[config.mk]
export PLATFORM = sky130hd
export DESIGN_NAME = key_matrix_change_event_queue_core
export DESIGN_NICKNAME = d
export VERILOG_FILES = /design/src/rtl/kmcq_pkg.sv /design/src/rtl/kmcq_front.sv /design/src/rtl/kmcq_link.sv /design/src/rtl/kmcq_back.sv /design/src/rtl/key_matrix_change_event_queue_core.sv
export SDC_FILE = /design/constraint.sdc
export NUM_CORES = 1
export LEC_CHECK = 0
export ABC_AREA = 1
export ABC_CLOCK_PERIOD_IN_PS = 10300
export BUFFER_PORTS_ARGS = -buffer_cell sky130_fd_sc_hd__buf_4
export CAP_MARGIN = 20
export CORE_ASPECT_RATIO = 0.6
export CORE_UTILIZATION = 50
export CTS_BUF_LIST = sky130_fd_sc_hd__clkbuf_16
export DETAILED_ROUTE_END_ITERATION = 7
export PLACE_DENSITY = 0.67
export RECOVER_POWER = 100
export SETUP_SLACK_MARGIN = 0.2
export SLEW_MARGIN = 20
export SYNTH_ARGS = -nofsm -noshare
export SYNTH_HDL_FRONTEND = slang
export SYNTH_SLANG_ARGS = --single-unit
[constraint.sdc]
create_clock -name i_clk -period 10.3 [get_ports i_clk]
set_input_delay 0.515 -clock i_clk [delete_from_list [all_inputs] [get_ports i_clk]]
set_output_delay 0.515 -clock i_clk [all_outputs]
set_load 0.02 [all_outputs]
[src/rtl/kmcq_pkg.sv]
// Shared types and constants for the key matrix change event queue.
`default_nettype none

package kmcq_pkg;

    // Matrix geometry: ten groups of eight keys.
    localparam int NUM_GROUPS = 10;
    localparam int GROUP_W    = 8;
    localparam int NUM_KEYS   = NUM_GROUPS * GROUP_W;

    // Widths of a key index and of a queued event code.
    localparam int KEY_W  = 7;
    localparam int CODE_W = KEY_W + 1;

    // Number of scans the front-to-back queue can hold.
    localparam int LINK_DEPTH = 2;

    // Per-key change masks of one scan, bit k is key k.
    typedef struct packed {
        logic [NUM_KEYS-1:0] released;
        logic [NUM_KEYS-1:0] pressed;
    } t_change;

endpackage

`default_nettype wire

[src/rtl/kmcq_front.sv]
// Front end: accepts scan snapshots and turns them into release and press masks.
`default_nettype none

module kmcq_front (
    input  wire logic                          i_clk,
    input  wire logic                          i_rst_n,
    input  wire logic                          i_in_valid,
    input  wire logic [kmcq_pkg::NUM_KEYS-1:0] i_snapshot,
    input  wire logic                          i_link_ready,
    output logic                               o_in_ready,
    output logic                               o_push,
    output kmcq_pkg::t_change                  o_change
);

    // Snapshot of the previous accepted scan.
    logic [kmcq_pkg::NUM_KEYS-1:0] r_prev;

    // An item is taken whenever the queue towards the back end has room.
    assign o_in_ready = i_link_ready;
    assign o_push     = i_in_valid && i_link_ready;

    // A key that was down and is now up is released; the opposite is a press.
    assign o_change.released = r_prev & ~i_snapshot;
    assign o_change.pressed  = i_snapshot & ~r_prev;

    // Keep the new snapshot for the next comparison.
    always_ff @(posedge i_clk) begin
        if (!i_rst_n) begin
            r_prev <= '0;
        end else if (o_push) begin
            r_prev <= i_snapshot;
        end
    end

endmodule

`default_nettype wire

[src/rtl/kmcq_link.sv]
// Short queue of change masks between the front end and the back end.
`default_nettype none

module kmcq_link (
    input  wire logic               i_clk,
    input  wire logic               i_rst_n,
    input  wire logic               i_push,
    input  wire kmcq_pkg::t_change  i_change,
    output logic                    o_ready,
    output logic                    o_valid,
    output kmcq_pkg::t_change       o_change,
    input  wire logic               i_pop
);

    localparam int PTR_W = $clog2(kmcq_pkg::LINK_DEPTH);
    localparam int CNT_W = $clog2(kmcq_pkg::LINK_DEPTH + 1);

    kmcq_pkg::t_change r_entry [kmcq_pkg::LINK_DEPTH];
    logic [PTR_W-1:0]  r_wr;
    logic [PTR_W-1:0]  r_rd;
    logic [CNT_W-1:0]  r_count;
    logic [CNT_W-1:0]  n_count;

    assign o_ready  = (r_count != CNT_W'(kmcq_pkg::LINK_DEPTH));
    assign o_valid  = (r_count != '0);
    assign o_change = r_entry[r_rd];

    // Occupancy follows pushes and pops.
    always_comb begin
        n_count = r_count;
        if (i_push && !(i_pop && o_valid)) begin
            n_count = r_count + 1'b1;
        end else if (!i_push && i_pop && o_valid) begin
            n_count = r_count - 1'b1;
        end
    end

    // Pointers and occupancy.
    always_ff @(posedge i_clk) begin
        if (!i_rst_n) begin
            r_wr    <= '0;
            r_rd    <= '0;
            r_count <= '0;
        end else begin
            r_count <= n_count;
            if (i_push) begin
                r_wr <= (r_wr == PTR_W'(kmcq_pkg::LINK_DEPTH - 1)) ? '0 : r_wr + 1'b1;
            end
            if (i_pop && o_valid) begin
                r_rd <= (r_rd == PTR_W'(kmcq_pkg::LINK_DEPTH - 1)) ? '0 : r_rd + 1'b1;
            end
        end
    end

    // Entry storage; the pusher only pushes while there is room.
    always_ff @(posedge i_clk) begin
        if (i_push) begin
            r_entry[r_wr] <= i_change;
        end
    end

endmodule

`default_nettype wire

[src/rtl/kmcq_back.sv]
// Back end: walks the keys of one scan into the event FIFO, then pops one event.
`default_nettype none

module kmcq_back #(
    parameter int FIFO_DEPTH = 16
) (
    input  wire logic                       i_clk,
    input  wire logic                       i_rst_n,
    input  wire logic                       i_link_valid,
    input  wire kmcq_pkg::t_change          i_change,
    output logic                            o_pop,
    input  wire logic                       i_out_ready,
    output logic                            o_out_valid,
    output logic                            o_event_valid,
    output logic [kmcq_pkg::KEY_W-1:0]      o_key_number,
    output logic                            o_is_release
);

    localparam int PTR_W = $clog2(FIFO_DEPTH);

    // Sequencer states.
    localparam logic [1:0] ST_IDLE = 2'd0;
    localparam logic [1:0] ST_WALK = 2'd1;
    localparam logic [1:0] ST_READ = 2'd2;
    localparam logic [1:0] ST_DONE = 2'd3;

    logic [1:0]                     r_state;
    logic [1:0]                     n_state;
    logic [kmcq_pkg::NUM_KEYS-1:0]  r_rel;
    logic [kmcq_pkg::NUM_KEYS-1:0]  r_prs;
    logic [kmcq_pkg::KEY_W-1:0]     r_key;
    logic [PTR_W-1:0]               r_wr_ptr;
    logic [PTR_W-1:0]               r_rd_ptr;
    logic [PTR_W-1:0]               wr_next;
    logic                           r_empty;
    logic [kmcq_pkg::CODE_W-1:0]    r_rd_data;
    logic [kmcq_pkg::CODE_W-1:0]    mem [FIFO_DEPTH];
    logic                           push_en;
    logic                           load_out;
    logic                           last_key;

    // Event FIFO write side: one key per cycle, dropped when the ring is full.
    assign wr_next  = (r_wr_ptr == PTR_W'(FIFO_DEPTH - 1)) ? '0 : r_wr_ptr + 1'b1;
    assign push_en  = (r_state == ST_WALK) && (r_rel[0] || r_prs[0]) && (wr_next != r_rd_ptr);
    assign last_key = (r_key == kmcq_pkg::KEY_W'(kmcq_pkg::NUM_KEYS - 1));
    assign o_pop    = (r_state == ST_IDLE) && i_link_valid;
    assign load_out = (r_state == ST_DONE) && (!o_out_valid || i_out_ready);

    // Next state of the sequencer.
    always_comb begin
        n_state = r_state;
        unique case (r_state)
            ST_IDLE: if (i_link_valid) n_state = ST_WALK;
            ST_WALK: if (last_key) n_state = ST_READ;
            ST_READ: n_state = ST_DONE;
            ST_DONE: if (load_out) n_state = ST_IDLE;
            default: n_state = ST_IDLE;
        endcase
    end

    // Control registers: state, pointers and the result register.
    always_ff @(posedge i_clk) begin
        if (!i_rst_n) begin
            r_state     <= ST_IDLE;
            r_wr_ptr    <= '0;
            r_rd_ptr    <= '0;
            o_out_valid <= 1'b0;
        end else begin
            r_state <= n_state;
            if (push_en) begin
                r_wr_ptr <= wr_next;
            end
            if ((r_state == ST_READ) && (r_rd_ptr != r_wr_ptr)) begin
                r_rd_ptr <= (r_rd_ptr == PTR_W'(FIFO_DEPTH - 1)) ? '0 : r_rd_ptr + 1'b1;
            end
            if (load_out) begin
                o_out_valid <= 1'b1;
            end else if (i_out_ready) begin
                o_out_valid <= 1'b0;
            end
        end
    end

    // Walk registers: the masks shift down one key per cycle.
    always_ff @(posedge i_clk) begin
        if (o_pop) begin
            r_rel <= i_change.released;
            r_prs <= i_change.pressed;
            r_key <= '0;
        end else if (r_state == ST_WALK) begin
            r_rel <= r_rel >> 1;
            r_prs <= r_prs >> 1;
            r_key <= r_key + 1'b1;
        end
    end

    // Event storage, written during the walk and read once per item.
    always_ff @(posedge i_clk) begin
        if (push_en) begin
            mem[r_wr_ptr] <= {r_rel[0], r_key};
        end
        if (r_state == ST_READ) begin
            r_rd_data <= mem[r_rd_ptr];
            r_empty   <= (r_rd_ptr == r_wr_ptr);
        end
    end

    // Result payload; an empty queue gives all-zero fields.
    always_ff @(posedge i_clk) begin
        if (load_out) begin
            o_event_valid <= !r_empty;
            o_key_number  <= r_empty ? '0 : r_rd_data[kmcq_pkg::KEY_W-1:0];
            o_is_release  <= r_empty ? 1'b0 : r_rd_data[kmcq_pkg::CODE_W-1];
        end
    end

endmodule

`default_nettype wire

[src/rtl/key_matrix_change_event_queue_core.sv]
// Top level of the key matrix change event queue.
//
//  Channel | Handshake                 | Payload
//  --------+---------------------------+--------------------------------------------
//  input   | i_in_valid / o_in_ready   | i_group0_keys .. i_group9_keys (8 bits each)
//  output  | o_out_valid / i_out_ready | o_event_valid, o_key_number, o_is_release
//
// Each item passes through the back end in order: a start step, the key walk
// (one key per cycle into the single-port event FIFO), one FIFO read, one load.
// The front end takes a new scan every cycle while the two-entry queue has room.
// Reset is synchronous and active low; it empties both queues and clears the
// stored snapshot. A stalled output holds the back end, the queue then fills and
// o_in_ready falls.
`default_nettype none

module key_matrix_change_event_queue_core #(
    parameter int FIFO_DEPTH = 16
) (
    input  wire logic                        i_clk,
    input  wire logic                        i_rst_n,
    input  wire logic                        i_in_valid,
    output logic                             o_in_ready,
    input  wire logic [7:0]                  i_group0_keys,
    input  wire logic [7:0]                  i_group1_keys,
    input  wire logic [7:0]                  i_group2_keys,
    input  wire logic [7:0]                  i_group3_keys,
    input  wire logic [7:0]                  i_group4_keys,
    input  wire logic [7:0]                  i_group5_keys,
    input  wire logic [7:0]                  i_group6_keys,
    input  wire logic [7:0]                  i_group7_keys,
    input  wire logic [7:0]                  i_group8_keys,
    input  wire logic [7:0]                  i_group9_keys,
    output logic                             o_out_valid,
    input  wire logic                        i_out_ready,
    output logic                             o_event_valid,
    output logic [kmcq_pkg::KEY_W-1:0]       o_key_number,
    output logic                             o_is_release
);

    logic [kmcq_pkg::NUM_KEYS-1:0] snapshot;
    logic                          push;
    logic                          link_ready;
    logic                          link_valid;
    logic                          pop;
    kmcq_pkg::t_change             front_change;
    kmcq_pkg::t_change             head_change;

    // Key k sits at bit k of the flat snapshot.
    assign snapshot = {i_group9_keys, i_group8_keys, i_group7_keys, i_group6_keys,
                       i_group5_keys, i_group4_keys, i_group3_keys, i_group2_keys,
                       i_group1_keys, i_group0_keys};

    // Front end: compare with the previous scan.
    kmcq_front u_front (
        .i_clk        (i_clk),
        .i_rst_n      (i_rst_n),
        .i_in_valid   (i_in_valid),
        .i_snapshot   (snapshot),
        .i_link_ready (link_ready),
        .o_in_ready   (o_in_ready),
        .o_push       (push),
        .o_change     (front_change)
    );

    // Queue of change masks.
    kmcq_link u_link (
        .i_clk    (i_clk),
        .i_rst_n  (i_rst_n),
        .i_push   (push),
        .i_change (front_change),
        .o_ready  (link_ready),
        .o_valid  (link_valid),
        .o_change (head_change),
        .i_pop    (pop)
    );

    // Back end: event FIFO and result register.
    kmcq_back #(
        .FIFO_DEPTH (FIFO_DEPTH)
    ) u_back (
        .i_clk         (i_clk),
        .i_rst_n       (i_rst_n),
        .i_link_valid  (link_valid),
        .i_change      (head_change),
        .o_pop         (pop),
        .i_out_ready   (i_out_ready),
        .o_out_valid   (o_out_valid),
        .o_event_valid (o_event_valid),
        .o_key_number  (o_key_number),
        .o_is_release  (o_is_release)
    );

endmodule

`default_nettype wire

==> results.yml, run 1 <==
status:
  status: "complete, but fails checks"
  failed_checks: "capacitance limit, slew limit"
cells_and_area:
  fillers: 4708
  drive_above_1_share_pct: 7.08
  final_nets: 2700
  layout.cells.non_filler: 3415
  antenna_cells: 0
  area_growth_syn_to_layout_pct: 10.6
synthesis:
  yosysSeqAreaShare_pct: 72.1
  synth_commonest_cells: "edfxtp_1, o21ai_0, nand2_1, inv_1, nor2_1"
  yosysTopAreaCellShare_pct: 65.0
  synth_area_leaders: "edfxtp_1, o21ai_0, dfxtp_1"
  synthArstFlopShare_pct: 0
  synth.avg_cell_area_sq_um: 11.3
  synthDistinctLibCells: 36
  synth-edff-count: 626
  ys_ff_latch: 729
  synth_most_common_cell: "edfxtp_1"
  yosysTopAreaCell: "edfxtp_1"
  synth_cells: 2553
  synthFlopType: "edfxtp_1"
  ys_warn_count: 0
  netlist_area_sq_mm: 0.0289
  synth_fp_nets: 2649
timing:
  rsz0062_at_grt: "false"
  setup_viol: 0
  finalSetupTns_ps: 0
  finClkSkew_ps: 17.7
  hold_viol: 0
  period_needed_ps: 5720
  slew_viol_final: 637
  fin_hold_ws_ps: 204
  timing.slew.headroom_pct: -213
  fmax_mhz: 175
  worst_slew_pin_slew_ps: 4700
  timing.final.crit_share_pct: 55.6
floorplanning:
  ioPinCount: 95
  core_sq_mm: 0.0565
  initial_utilization_pct: 51.2
  row_count: 67
  dieArea_sq_mm: 0.0589
  die-height_um: 188
  die_w_um: 313
setup_path:
  timing.rr.start: "u_link.r_count[0]"
  crit_type: "flop to flop"
  worstPathRequired_ps: 10530
  r2r-end: "u_link.r_entry[0][3]"
  cp_max_fo: 60
  endpoint: "u_link.r_entry[0][3]"
  rrSetupSlack_ps: 4580
  start_kind: "flop"
  cp.arrival_ps: 5960
  crit_path_end_kind: "flop"
  startpoint: "u_link.r_count[0]"
  rr_worst_depth: 6
placement:
  place.gp.congestion: 0.818
  placed_cells: 3299
  dp_hpwl_mm: 32.1
  port_buffers: 94
run:
  drv_cap: 10
drt:
  highest_layer: "met4"
  first_pass_iters: 7
  drc: 0
  vias: 17466
  initialDrtViolationCount: 1594
  wirelength_mm: 55.0
  wirelength_met1_mm: 26.4
  wl_per_cell_um: 16.1
  routed_via_density: 5.11
  ant_nets: 0
  dr_wl_met2_mm: 24.3
  wl_met3_mm: 3.25
clock_tree:
  ctsResizeCount: 0
  cts_buffer_depth: 3
  cts_buffers: 61
  cts_max_level: 2
  cts_tree: "done"
  cts_root_buffer: "clkbuf_16"
  cts.sinks: 729
  cts_hold_buf: 0
  clock_latency_ps: 610
  cts_setup_buffers: 0
  clkSlewWorstSetupHoldPaths_ps: 70
power:
  cellLeakagePower_nw: 12.2
  power.total_mw: 8.80
  powerDensity_mw_per_mm2: 275
  irDropWorstVdd_v: 0.000164
global_route:
  antenna_found_initial: 0
  grt-ovfl-total: 0
  grt_max_degree: 119
  first_global_vias: 16494
  grt_usage_pct: 18.6
  grt_first_pass_wirelength_mm: 87.6
worst_hold_path:
  worstHoldPathCells: 2
  hp-class: "input pin to flop"
[cell families after synthesis]
| family | synth area share, % |
|---|---|
| buffers and inverters | 6.61 |
| flip-flops | 72.1 |
| AND/OR/NAND/NOR | 9.85 |
| adder cells (fa/ha/maj) | 0.519 |
| AO/OA/AOI/OAI | 10.6 |
| XOR/XNOR | 0.182 |
| multiplexers | 0.130 |
[routing by layer]
layer | up-vias | GRT usage (%)
met5 | - | 0
met4 | 0 | 4.69
met3 | 86 | 3.16
met2 | 386 | 28.1
met1 | 8299 | 28.1
li1 | 8695 | -
[per-stage QoR]
stage,cell area (sq um),worst slack (ps),util (%)
5_1_grt,32000,3780,56.6
3_3_place_gp,30200,7210,53.4
3_5_place_dp,30200,7150,53.4
2_1_floorplan,28900,1790,-
4_1_cts,32100,7120,56.8
6_report,32000,4580,56.6
[worst max-delay path, cell delays in order, from the launching register on]
cell      delay [ps]
dfxtp_1          380
inv_1             70
nand2_1          110
nand2_1         1110
nor2_4           390
clkbuf_1        2210
buf_4            980
[state kept, by name (all words and copies together) (netlist names), named ones only]
name and count:
u_link.r_entry 320, u_back.r_rd_data 8, u_back.o_is_release 1, u_back.o_key_number 7, u_back.o_event_valid 1, u_front.r_prev 80, u_back.r_rel 80, u_back.r_prs 80
u_back.r_rd_ptr 4, u_back.r_empty 1, u_link.r_count 2, u_link.r_rd 1, u_back.o_out_valid 1, u_back.r_state 2, u_back.r_key 7, u_back.r_wr_ptr 4
u_link.r_wr 1, u_back.mem 128
[worst min path at each step]
stage	start	to	slack, ps
after floorplan	u_link.r_rd	flop	430
after global placement	u_link.r_rd	flop	420
after detailed placement	u_link.r_rd	flop	460
after CTS	i_group7_keys[3]	u_link.r_entry[0][139]	170
after global routing	i_group5_keys[0]	u_front.r_prev[40]	180
final	i_group5_keys[1]	u_link.r_entry[0][121]	200
[cell usage in the layout, fill, tap and decap left out, types with 13 or more instances in the layout]
master / n
o32ai_1: 16
edfxtp_1: 626
nor2_1: 302
clkinv_2: 13
clkbuf_16: 61
nand3_1: 24
dfxtp_1: 102
inv_1: 369
a21oi_1: 95
o211ai_1: 16
o21ai_0: 458
clkbuf_1: 20
buf_4: 91
clkinv_1: 16
nand2_1: 392
[cell type report]
type	count	area, sq um	area share [%]
sequential	729	20900	65.2
timing repair buffer	113	790	2.47
clock inverter	54	404	1.26
tap	759	950	2.97
inverter	358	1350	4.21
clock buffer	61	1530	4.77
multi-input combinational	1341	6100	19.1
[power by group]
| part | internal [mW] | total, mW | switching (mW) |
|---|---|---|---|
| registers | 4.30 | 4.61 | 0.310 |
| logic | 0.563 | 1.94 | 1.38 |
| clock network | 1.23 | 2.25 | 1.03 |
Power figures use the tool's default switching activity.
==> run 2, diff against run 1 <==
- ABC_CLOCK_PERIOD_IN_PS: 10300 -> 4900
- PLACE_DENSITY: 0.67 -> 0.7
- clock period: 10.3 -> 4.9 ns (I/O delays scaled with it)
==> run 2 against run 1 <==
The flow still finishes with violations (capacitance limit, slew limit). Via count grew 2.8%. Critical path depth shrank 1. Global-route usage grew 1.2 points. Utilization grew 1.5 points. Die area is the same. Flip-flop and latch count is the same. Combinational power grew 120%. Fmax grew 54%. Largest cell class unchanged. Wire length grew 5.0%. Count of clock-buffer cells in the layout grew 7. Hold slack gained 270 ps. Register-to-register slack lost 3400 ps.
==> results.yml, run 2 (synthesis results as in run 1) <==
drt:
  drc: 0
  initialDrtViolationCount: 1800
  vias: 17953
  ant_nets: 0
  first_pass_iters: 5
  routed_via_density: 5.13
  wl_per_cell_um: 16.5
  wirelength_mm: 57.8
setup_path:
  timing.rr.start: "u_link.r_count[0]"
  endpoint: "u_link.r_entry[1][152]"
  start_kind: "flop"
  cp.arrival_ps: 3880
  rrSetupSlack_ps: 1180
  crit_path_end_kind: "flop"
  rr_worst_depth: 5
  cp_cell_sequence: "inv_1, nand2_1, nand2_8, nor2_4, clkbuf_2"
  worstPathRequired_ps: 5060
  cpMaxStageDelayCell: "clkbuf_2"
  r2r-end: "u_link.r_entry[1][152]"
  cp_max_fo: 164
  startpoint: "u_link.r_count[0]"
  slowest_delay_ps: 1610
  crit_type: "flop to flop"
global_route:
  grt-ovfl-total: 0
  grt_max_degree: 167
  first_global_vias: 17611
  antenna_found_initial: 0
  grt_first_pass_wirelength_mm: 92.2
  grt_usage_pct: 19.8
timing:
  hold_viol: 0
  fmax_mhz: 269
  period_needed_ps: 3720
  timing.final.crit_share_pct: 75.8
  rsz0062_at_grt: "false"
  timing.slew.headroom_pct: -133
  slew_viol_final: 315
  finClkSkew_ps: 29.8
  worst_slew_pin_slew_ps: 3500
  setup_viol: 0
  finalSetupTns_ps: 0
placement:
  port_buffers: 94
  dp_hpwl_mm: 33.7
  place.gp.congestion: 0.853
  post_dp_cell_area_sq_mm: 0.0303
power:
  switching_share_pct: 31.3
  pwr-share-seq_pct: 51.1
  irDropWorstVdd_v: 0.000397
  cellLeakagePower_nw: 12.5
  switching_power_mw: 5.91
  clkPwrFrac_pct: 26.7
  powerDensity_mw_per_mm2: 575
  pwr-share-comb_pct: 22.3
  power.internal_mw: 13.0
cells_and_area:
  drive_above_1_share_pct: 5.47
  antenna_cells: 0
  reg.largest.list: "u_link.r_entry x320, u_back.mem x128"
  final_cell_mix: "edfxtp_1, o21ai_0, nand2_1"
  fin_area_sq_mm: 0.0328
  largest_register: "u_link.r_entry"
  final_nets: 2785
  layout_commonest_cell: "edfxtp_1"
  largest_register_ffs: 320
  area_growth_syn_to_layout_pct: 13.5
clock_tree:
  cts_root_buffer: "clkbuf_16"
  cts.sinks: 729
  cts_setup_buffers: 0
  cts_tree: "done"
  cts_buffer_depth: 3
  clock_latency_ps: 610
  cts_max_level: 3
  cts_buffers: 66
  ctsResizeCount: 0
  clkSlewWorstSetupHoldPaths_ps: 60
floorplanning:
  initial_utilization_pct: 51.2
  ioPinCount: 95
  die_w_um: 313
  core_sq_mm: 0.0565
  die-height_um: 188
  dieArea_sq_mm: 0.0589
  row_count: 67
status:
  status: "complete, but fails checks"
  failed_checks: "capacitance limit, slew limit"
worst_hold_path:
  hp-class: "flop to flop"
run:
  drv_cap: 6
## run 2: cell types whose count changed in the layout (fill, tap and decap cells not counted), moves of 2 or more
| cell | delta |
|---|---|
| clkbuf_16 | +7 |
| clkinv_1 | -4 |
| dlygate4sd3_1 | +81 |
| buf_4 | -48 |
| clkbuf_2 | +5 |
| nand2_1 | -3 |
| inv_1 | +9 |
| clkinv_2 | -5 |
| nand2_8 | +2 |
| clkbuf_1 | +41 |
## run 2: cell type report
| type | count | area, sq um |
|---|---|---|
| clock inverters | 54 | 395 |
| well taps | 759 | 950 |
| clock buffers | 68 | 1700 |
| fillers | 4501 | 23700 |
| multi-input cells | 1341 | 6140 |
| repair buffers | 193 | 1440 |
| flip-flops and latches | 729 | 20900 |
| inverters | 358 | 1350 |
## run 2: per-stage QoR
| stage | worst slack, ps | cells | utilization, % | hold slack, ps | power [mW] |
|---|---|---|---|---|---|
| after global routing | 944 | 3502 | 58.1 | 466 | 20.0 |
| final | 1180 | 3502 | 58.1 | 470 | 18.9 |
| after detailed placement | 2010 | 3299 | 53.5 | 448 | 14.0 |
| after global placement | 2170 | 3299 | 53.5 | 425 | 13.8 |
| after CTS | 2000 | 3502 | 58.7 | 232 | 19.1 |
| after floorplan | 932 | 2553 | - | 426 | 12.7 |
## run 2: worst min path at each step
| stage | depth (start not counted) | end | startpoint | slack (ps) |
|---|---|---|---|---|
| after floorplan | 1 | flop | u_link.r_rd | 430 |
| after global placement | 1 | flop | u_link.r_rd | 420 |
| after detailed placement | 1 | flop | u_link.r_rd | 450 |
| final | 2 | u_front.r_prev[35] | u_front.r_prev[35] | 470 |
| after global routing | 3 | u_link.r_entry[1][105] | i_group3_keys[1] | 470 |
| after CTS | 3 | u_back.r_wr_ptr[0] | i_rst_n | 230 |
## run 2: power groups by stage
stage          Combinational, mW  Clock (mW)  Sequential (mW)
6_report                    4.20        5.04             9.65
5_1_grt                     4.83        5.37             9.80
4_1_cts                     4.36        5.14             9.62
3_5_place_dp                4.28           0             9.72
3_3_place_gp                4.09           0             9.69
2_1_floorplan               3.21           0             9.49
## run 2: per-layer routing
metal  up-vias  wire, um  share of wire [%]  GRT usage (%)
li1       8864         -                  -              -
met1      8528     26700                 46           28.4
met2       477     26100                 45           30.8
met3        84      4000                6.9           4.50
met4         0       898                1.6           4.56
met5         -         0                  0              0
## run 2: critical path, delay by kind of cell (launching register included)
family	cells	cell delay (ps)
simple gates	3	1060
flops	1	390
buf+inv	2	1690
## run 2: repair_timing
action	CTS	global route
hold endpoints to repair	340	0
setup endpoints to repair	0	0
hold buffers	81	0
==> run 3, diff against run 2 <==
- ABC_CLOCK_PERIOD_IN_PS: 4900 -> 3600
- PLACE_DENSITY: 0.7 -> 0.67
- clock period: 4.9 -> 3.6 ns (I/O delays scaled with it)
==> run 3 against run 2 <==
The run still ends with capacitance limit, slew limit left. Cell area increased by 0.96%. Register-to-register slack got worse by 660 ps. Critical path depth decreased by 2. Combinational power increased by 43%. Die area unchanged. Global-route usage increased by 0.51 points. Sequential share of layout area decreased by 0.59 points. Non-clock buffer count increased by 9. Cell count increased by 0.34%. Utilization increased by 0.56 points. Total power increased by 36%. Critical path type unchanged. Critical endpoint is now u_back.r_rel[68]. Largest power group unchanged.
==> results.yml, run 3 (synthesis results as in run 1) <==
drt:
  wirelength_mm: 59.0
  first_pass_iters: 5
  wl_per_cell_um: 16.8
  vias: 17978
  routed_via_density: 5.12
  initialDrtViolationCount: 1568
  ant_nets: 0
  drc: 0
status:
  failed_checks: "capacitance limit, slew limit"
  status: "complete, but fails checks"
cells_and_area:
  largest_register: "u_link.r_entry"
  drive_above_1_share_pct: 7.09
  layout_commonest_cell: "edfxtp_1"
  final_nets: 2794
  area_growth_syn_to_layout_pct: 14.6
  largest_register_ffs: 320
  fin_area_sq_mm: 0.0331
  layout.cells.non_filler: 3514
  final_cell_mix: "edfxtp_1, o21ai_0, nand2_1"
  reg.largest.list: "u_link.r_entry x320, u_back.mem x128"
setup_path:
  cp.buffers_inverters: 1
  startpoint: "u_link.r_count[1]"
  cp_cell_sequence: "o21ai_0, nand2_8, clkbuf_4"
  cp.arrival_ps: 3260
  crit_type: "flop to flop"
  cpMaxStageDelayCell: "o21ai_0"
  crit_path_end_kind: "flop"
  slowest_delay_ps: 910
  worst-path-stages: 3
  timing.rr.start: "u_link.r_count[1]"
  rrSetupSlack_ps: 520
  endpoint: "u_back.r_rel[68]"
  worstPathRequired_ps: 3780
  r2r-end: "u_back.r_rel[68]"
  cp_max_fo: 78
  rr_worst_depth: 3
  start_kind: "flop"
  path_delay_family: "compound AO/OA/AOI/OAI gates"
clock_tree:
  cts_buffers: 66
  cts_buffer_depth: 3
  cts_root_buffer: "clkbuf_16"
  clkSlewWorstSetupHoldPaths_ps: 70
  cts_tree: "done"
  clock_latency_ps: 590
  cts_max_level: 3
  cts.sinks: 729
  ctsResizeCount: 0
timing:
  timing.final.crit_share_pct: 85.5
  period_needed_ps: 3080
  fin_hold_ws_ps: 421
  rsz0062_at_grt: "false"
  finClkSkew_ps: 21.9
  slew_viol_final: 153
  fmax_mhz: 325
  hold_viol: 0
  worst_slew_pin_slew_ps: 1860
  timing.slew.headroom_pct: -24.3
  layout_setup_ws_ps: 521
  setup_viol: 0
placement:
  placed_cells: 3308
  dp_hpwl_mm: 34.3
  pre_cts_slack_ps: 902
  post_dp_cell_area_sq_mm: 0.0304
  port_buffers: 94
  place.gp.congestion: 0.849
global_route:
  grt_first_pass_wirelength_mm: 93.8
  grt-ovfl-total: 0
  grt_usage_pct: 20.3
  antenna_found_initial: 5
  first_global_vias: 17310
  grt_max_degree: 180
floorplanning:
  dieArea_sq_mm: 0.0589
  core_sq_mm: 0.0565
  ioPinCount: 95
  die_w_um: 313
  row_count: 67
  die-height_um: 188
  initial_utilization_pct: 51.2
power:
  cellLeakagePower_nw: 12.8
  powerDensity_mw_per_mm2: 777
  irDropWorstVdd_v: 0.000638
run:
  drv_cap: 2
worst_hold_path:
  hp-class: "input pin to flop"
run 3: what timing repair did:
item,4_1_cts,5_1_grt
hold buffers,81,0
buffers inserted,0,0
hold endpoints to repair,401,0
run 3: layer usage:
metal / vias to the layer above / global-route usage, % / part of all wire, %
met5: - / 0 / 0
met3: 70 / 4.99 / 6.5
li1: 8884 / - / -
met1: 8586 / 30.2 / 48
met2: 438 / 29.9 / 44
met4: 0 / 5.18 / 1.6
run 3: where the power goes:
part           switching [mW]  total (mW)  internal (mW)
Sequential              0.726        12.9           12.2
Combinational            4.28        6.00           1.72
Clock                    2.99        6.83           3.84
run 3: metrics by stage:
step | TNS [ps] | power [mW] | util [%]
after floorplan | -19410 | 17.3 | -
after global placement | 0 | 18.9 | 53.8
after detailed placement | 0 | 19.2 | 53.8
after CTS | 0 | 26.1 | 58.9
after global routing | 0 | 27.3 | 58.6
final | 0 | 25.7 | 58.7
run 3: worst min path at each step:
stage / start / endpoint / slack (ps) / cells after the start
floorplan: i_out_ready / u_back.o_out_valid / 370 / 3
global placement: u_link.r_rd / flop / 430 / 1
detailed placement: u_link.r_rd / flop / 440 / 1
CTS: i_rst_n / u_back.r_wr_ptr[3] / 240 / 3
global route: i_group3_keys[7] / u_link.r_entry[1][111] / 410 / 3
finish: i_group4_keys[1] / u_link.r_entry[0][113] / 420 / 3
run 3: cell type report:
| type | count | area, sq um |
|---|---|---|
| Timing Repair Buffer | 202 | 1730 |
| Fill cell | 4621 | 23400 |
| Tap cell | 759 | 950 |
| Clock buffer | 71 | 1780 |
| Antenna cell | 5 | 12.5 |
| Sequential cell | 729 | 20900 |
| Inverter | 358 | 1350 |
| Multi-Input combinational cell | 1341 | 6150 |
| Clock inverter | 49 | 307 |
run 3: worst register-to-register path, delay by kind of cell (launching register included):
| kind | cells | cell delay, ps |
|---|---|---|
| buffers and inverters | 1 | 710 |
| AOI/OAI and AO/OA | 1 | 910 |
| DFF | 1 | 350 |
| and+or+nand+nor | 1 | 660 |
